==> src/design/wrst_pkg.sv <==
// ----------------------------------------------------------------------------
// wrst_pkg: shared types and codes of the weighted random select tree
// Request, response and internal command layouts, action and status codes.
// ----------------------------------------------------------------------------
package wrst_pkg;

   // raw action codes on the request channel
   localparam logic [1:0] CODE_SET   = 2'd0;
   localparam logic [1:0] CODE_DRAW  = 2'd1;
   localparam logic [1:0] CODE_QUERY = 2'd2;

   // response status codes
   localparam logic [1:0] STATUS_OK    = 2'd0;
   localparam logic [1:0] STATUS_EMPTY = 2'd1;
   localparam logic [1:0] STATUS_FULL  = 2'd2;

   localparam int TOTAL_W = 40;

   typedef enum logic [1:0] {
      ACT_SET   = 2'd0,
      ACT_DRAW  = 2'd1,
      ACT_QUERY = 2'd2,
      ACT_NONE  = 2'd3
   } act_type;

   typedef struct packed {
      logic [1:0]  action;
      logic [31:0] ext_id;
      logic [31:0] weight;
      logic        weight_infinite;
      logic [31:0] random_fraction;
   } req_type;

   typedef struct packed {
      logic [1:0]         status;
      logic [31:0]        out_id;
      logic [31:0]        out_weight;
      logic               out_infinite;
      logic [TOTAL_W-1:0] total_weight;
      logic               total_infinite;
   } rsp_type;

   typedef struct packed {
      act_type     act;
      logic [31:0] ext_id;
      logic [31:0] weight;
      logic        weight_infinite;
      logic [31:0] random_fraction;
   } cmd_type;

endpackage

==> src/design/wrst_req_if.sv <==
// ----------------------------------------------------------------------------
// wrst_req_if: request channel
// Valid/ready channel carrying one request item.
// ----------------------------------------------------------------------------
interface wrst_req_if;
   logic              valid;
   logic              ready;
   wrst_pkg::req_type payload;

   modport source (output valid, output payload, input ready);
   modport sink (input valid, input payload, output ready);
endinterface

==> src/design/wrst_front.sv <==
// ----------------------------------------------------------------------------
// wrst_front: request intake
// Decodes each request into a command and holds it in a two-entry queue.
// ----------------------------------------------------------------------------
module wrst_front (
   input  logic              clock,
   input  logic              reset,
   wrst_req_if.sink          req,
   output logic              cmd_valid,
   output wrst_pkg::cmd_type cmd,
   input  logic              pop
);

   wrst_pkg::cmd_type q_ff [2];
   logic              wp_ff, wp_in;
   logic              rp_ff, rp_in;
   logic [1:0]        cnt_ff, cnt_in;
   wrst_pkg::cmd_type dec;
   logic              push;

   // classify the action
   always_comb begin
      dec.ext_id          = req.payload.ext_id;
      dec.weight          = req.payload.weight;
      dec.weight_infinite = req.payload.weight_infinite;
      dec.random_fraction = req.payload.random_fraction;
      unique case (req.payload.action)
         wrst_pkg::CODE_SET:   dec.act = wrst_pkg::ACT_SET;
         wrst_pkg::CODE_DRAW:  dec.act = wrst_pkg::ACT_DRAW;
         wrst_pkg::CODE_QUERY: dec.act = wrst_pkg::ACT_QUERY;
         default:              dec.act = wrst_pkg::ACT_NONE;
      endcase
   end

   assign req.ready = (cnt_ff != 2'd2);
   assign push      = req.valid && req.ready;
   assign cmd_valid = (cnt_ff != 2'd0);
   assign cmd       = q_ff[rp_ff];

   // advance pointers and count
   always_comb begin
      wp_in  = push ? ~wp_ff : wp_ff;
      rp_in  = pop ? ~rp_ff : rp_ff;
      cnt_in = cnt_ff + {1'b0, push} - {1'b0, pop};
   end

   always_ff @(posedge clock) begin
      if (reset) begin
         wp_ff  <= 1'b0;
         rp_ff  <= 1'b0;
         cnt_ff <= 2'd0;
      end else begin
         wp_ff  <= wp_in;
         rp_ff  <= rp_in;
         cnt_ff <= cnt_in;
      end
   end

   // store the transfer
   always_ff @(posedge clock) begin
      if (push) begin
         q_ff[wp_ff] <= dec;
      end
   end

endmodule

==> src/flat_wrapper.sv <==
// flat-port wrapper written by rule: the top's interface ports become plain ports
module wrst_front_flat 
  (clock, reset, cmd_valid, cmd, pop, req_valid, req_payload, req_ready);
  wrst_req_if req_i ();
  input  logic clock;
  input  logic reset;
  output logic cmd_valid;
  output wrst_pkg::cmd_type cmd;
  input  logic pop;
  input wire logic [$bits(req_i.valid)-1:0] req_valid;
  input wire logic [$bits(req_i.payload)-1:0] req_payload;
  output wire logic [$bits(req_i.ready)-1:0] req_ready;
  assign req_i.valid = req_valid;
  assign req_i.payload = req_payload;
  assign req_ready = req_i.ready;
  wrst_front u_core (.clock(clock), .reset(reset), .req(req_i), .cmd_valid(cmd_valid), .cmd(cmd), .pop(pop));
endmodule
==> config.mk <==
export PLATFORM = sky130hd
export DESIGN_NAME = wrst_front_flat
export DESIGN_NICKNAME = d
export VERILOG_FILES = /design/src/design/wrst_pkg.sv /design/src/design/wrst_req_if.sv /design/src/design/wrst_front.sv /design/src/flat_wrapper.sv
export SDC_FILE = /design/constraint.sdc
export NUM_CORES = 1
export LEC_CHECK = 0
export ABC_AREA = 0
export CORE_ASPECT_RATIO = 1.5
export CORE_MARGIN = 1.5
export CORE_UTILIZATION = 55
export DETAILED_ROUTE_END_ITERATION = 10
export DONT_BUFFER_PORTS = 1
export GPL_ROUTABILITY_DRIVEN = 0
export GPL_TIMING_DRIVEN = 0
export PLACE_DENSITY = 0.7
export SLEW_MARGIN = 30
export SYNTH_ARGS = -nofsm -noshare
export SYNTH_HDL_FRONTEND = slang
export SYNTH_SLANG_ARGS = --single-unit
==> constraint.sdc <==
create_clock -name clock -period 8.3 [get_ports clock]
set_input_delay 0.415 -clock clock [delete_from_list [all_inputs] [get_ports clock]]
set_output_delay 0.415 -clock clock [all_outputs]
set_load 0.01 [all_outputs]
==> impl_results.md <==
- # IOs: 204
- Synthesized area: between 0.007 and 0.008 mm2
- Critical path fanouts, max: 40
- Final count of negative-setup-slack endpoints: 0
- Crit. End Element: flop
- Antenna Nets Post-Route: 0
- Final nets: 465
- Post_cts resized: 0
- Area Overhead vs Synth: 13.0%
- Vias per cell: 5.71
- Max Used Layer: met4
- Share of layout cells above drive strength 1: 0.389
- Max Cap Viol: 0
- Yosys warnings: 0
- Num CTS Buffers: 19
- Residual DRC: 0
- Most frequent CP cell: buf_12
- Reg2reg setup slack: 6240 ps
- Die area: roughly 0.014 mm2
- Max-slew violation count: 0
- PwrDens: approximately 280 mW/mm2
- Min-delay src: req_payload[52]
- RSZ-0062 raised after global routing: false
- Hold Violations, Final: 0
- Setup Skew: 5.94 ps
- Initial Util: 0.567
- Max VDD drop: 0.000300 V
- Max_slew headroom: 0.696
- Vias in the first global route: 3371
- # H-tree levels: 1
- Root Driver: clkbuf_16
- WL met3: approximately 1.1 mm
- Outcome: complete, no violations
- Placeable Area: approximately 0.013 mm2
- Comb power frac: 0.092
- First-pass GRT wire length: between 15 and 20 mm
- Startpoint types: flop
- Sequential area share after synthesis: 0.815
- Yosys reg bits: roughly 200
- Highest cell delay on the worst timing path: 490 ps
- Via count: 3038
- Clock Power Share: 0.388
- Worst slew pin tran: 456 ps
- Distinct cell type count after synthesis: 23
- Site row count: 51
- Synth Area per Inst: around 22 um2
- Die Wd: between 90 and 100 um
- Crit path required time: ~8500 ps
- Final cell count without fillers: 532
- Clock sink count: 203
- DR WL/cell: around 23 um
- Worst-Skew Late Latency: ~480 ps
- Kind of critical path: reg2reg
- Fin util: 0.641
- Flop pwr share: 0.520
- Clock Tree Buf Depth: 3
- Net count after synthesis: 440
- Met2 wire length: 6.79 mm
- DR pass1 iterations: 4
- Fin crit period: 2060 ps
- Sw Share: 0.208
- HPWL Detailed: 8.24 mm
- Total track usage: 0.169
- Largest net degree at the start of global routing: 55
- Final TNS setup: 0 ps
- CP max stage cell: and3_4
- WP data arrival: 2220 ps
- Int Pwr: 0.00188 W
- M1 WL: ~3.8 mm
- Synth Instances: 336
- Initial antenna violation count: 0
- Final wirelength: 12.1 mm
- Initial DRC Count: between 100 and 150
- Placed cell count: ~500
- Port-buffer cells: 0
- Critical path origin: u_core.cnt_ff[0]$_SDFF_PP0_
- Max Clk Rate: 485 MHz
- GRT overflow: 0
- LEAKAGE: roughly 2.8 nW
- R2r startpoint: u_core.cnt_ff[0]$_SDFF_PP0_
- Crit path cell chain: nand2b_1 > and3_4 > buf_12 > buf_12
- Antenna Diode Count: 0
- CTS tree: done
- HP Class: in2reg
- Die Ht: 145 um
- Clk pin slew, worst setup/hold paths: 60 ps
- Final Cycle Share: 0.248
- Sw power: 0.000494 W
## layout make-up
class                           count  area, um2
Sequential cell                   203       6050
Multi-Input combinational cell    118       1290
Fill cell                         873       4700
Buffer                             13       81.3
Tap cell                          159        199
Clock buffer                       21        483
Inverter                            2       12.5
Clock inverter                     12        195
Timing Repair Buffer                4       77.6
## cell usage in the layout (no fill, tap or decap), types with 2 or more instances in the layout
| cell type | instances |
|---|---|
| dfxtp_1 | 5 |
| inv_6 | 2 |
| buf_6 | 3 |
| buf_12 | 2 |
| mux2_4 | 10 |
| edfxtp_1 | 198 |
| mux2_2 | 90 |
| nor2_1 | 3 |
| clkbuf_16 | 19 |
| a21oi_1 | 2 |
| clkinv_1 | 4 |
| buf_2 | 8 |
| bufinv_16 | 5 |
| clkbuf_1 | 4 |
## through the flow
stage | power (W) | instance area (um2) | hold slack, ps | worst slack [ps]
after global placement | 0.00147 | 7620 | 486 | 3740
after CTS | 0.00240 | 8380 | 13.7 | 6210
after floorplan | 0.00143 | 7420 | 480 | 4870
after detailed placement | 0.00148 | 7690 | 490 | 6220
after global routing | 0.00246 | 8380 | 10.5 | 6100
final | 0.00237 | 8380 | 30.6 | 6240
## final timing paths
kind | end | cells past startpoint
worst max-delay path | u_core.q_ff[1][18]$_DFFE_PP_ | 4
worst min-delay path | u_core.q_ff[1][52]$_DFFE_PP_ | 0
worst max register to register | u_core.q_ff[1][18]$_DFFE_PP_ | 4
worst min register to register | u_core.rp_ff$_SDFFE_PP0P_ | 2
## Yosys cell counts
master | instances | share of area
a21oi_1 | 2 | 0.0013
dfxtp_1 | 5 | 0.013
and3_1 | 1 | 0.00084
mux2_2 | 90 | 0.14
a21bo_2 | 1 | 0.0013
nand2_1 | 1 | 0.00051
nand3b_1 | 1 | 0.0010
and2b_1 | 1 | 0.0010
nand3_1 | 1 | 0.00067
buf_6 | 3 | 0.0046
or2_2 | 1 | 0.00084
clkbuf_1 | 2 | 0.0010
nor2_1 | 3 | 0.0015
mux2_4 | 10 | 0.020
xnor2_1 | 1 | 0.0012
ha_1 | 1 | 0.0017
buf_2 | 8 | 0.0054
nor2b_1 | 1 | 0.00084
nand2b_1 | 1 | 0.00084
a21o_1 | 1 | 0.0010
mux2i_1 | 1 | 0.0013
inv_1 | 2 | 0.0010
edfxtp_1 | 198 | 0.80
## worst max-delay path: cells and delay by family, from the launching register on
kind	cells	cell delay [ps]
AND/OR/NAND/NOR	2	800
flip-flops	1	370
buffers and inverters	2	550
## what timing repair did
item                                   in CTS  in global routing
hold buffers                                1                  0
setup buffers                               0                  0
endpoints found under the hold margin       4                  0
## state kept, by name, indices dropped and copies added, names as in the netlist, named ones only
name           cells
u_core.rp_ff       1
u_core.cnt_ff      2
u_core.q_ff      198
u_core.wp_ff       1
## per-layer routing
metal | vias up | track usage
met1 | 1491 | 0.161
met5 | - | 0
met3 | 34 | 0.0621
met4 | 0 | 0.0771
met2 | 139 | 0.314
li1 | 1374 | -
## power by group through the flow
stage          Clock (W)  Combinational, W  Sequential [W]
6_report        0.000921          0.000218         0.00124
5_1_grt         0.000983          0.000232         0.00124
4_1_cts         0.000940          0.000225         0.00124
3_5_place_dp           0          0.000223         0.00126
3_3_place_gp           0          0.000210         0.00126
2_1_floorplan          0          0.000172         0.00126
## cell families (layout without fill, tap and decap cells)
family / after synthesis / after routing / share of synthesized area
AOI/OAI and AO/OA: 4 / 4 / 0.00371
xor gates and xnor gates: 1 / 1 / 0.00118
muxes: 101 / 101 / 0.158
buffers and inverters: 15 / 52 / 0.0120
and+or+nand+nor: 11 / 11 / 0.00810
adders and majority gates: 1 / 1 / 0.00169
DFF: 203 / 203 / 0.815
Note: power is estimated with default switching activity, not from simulation.
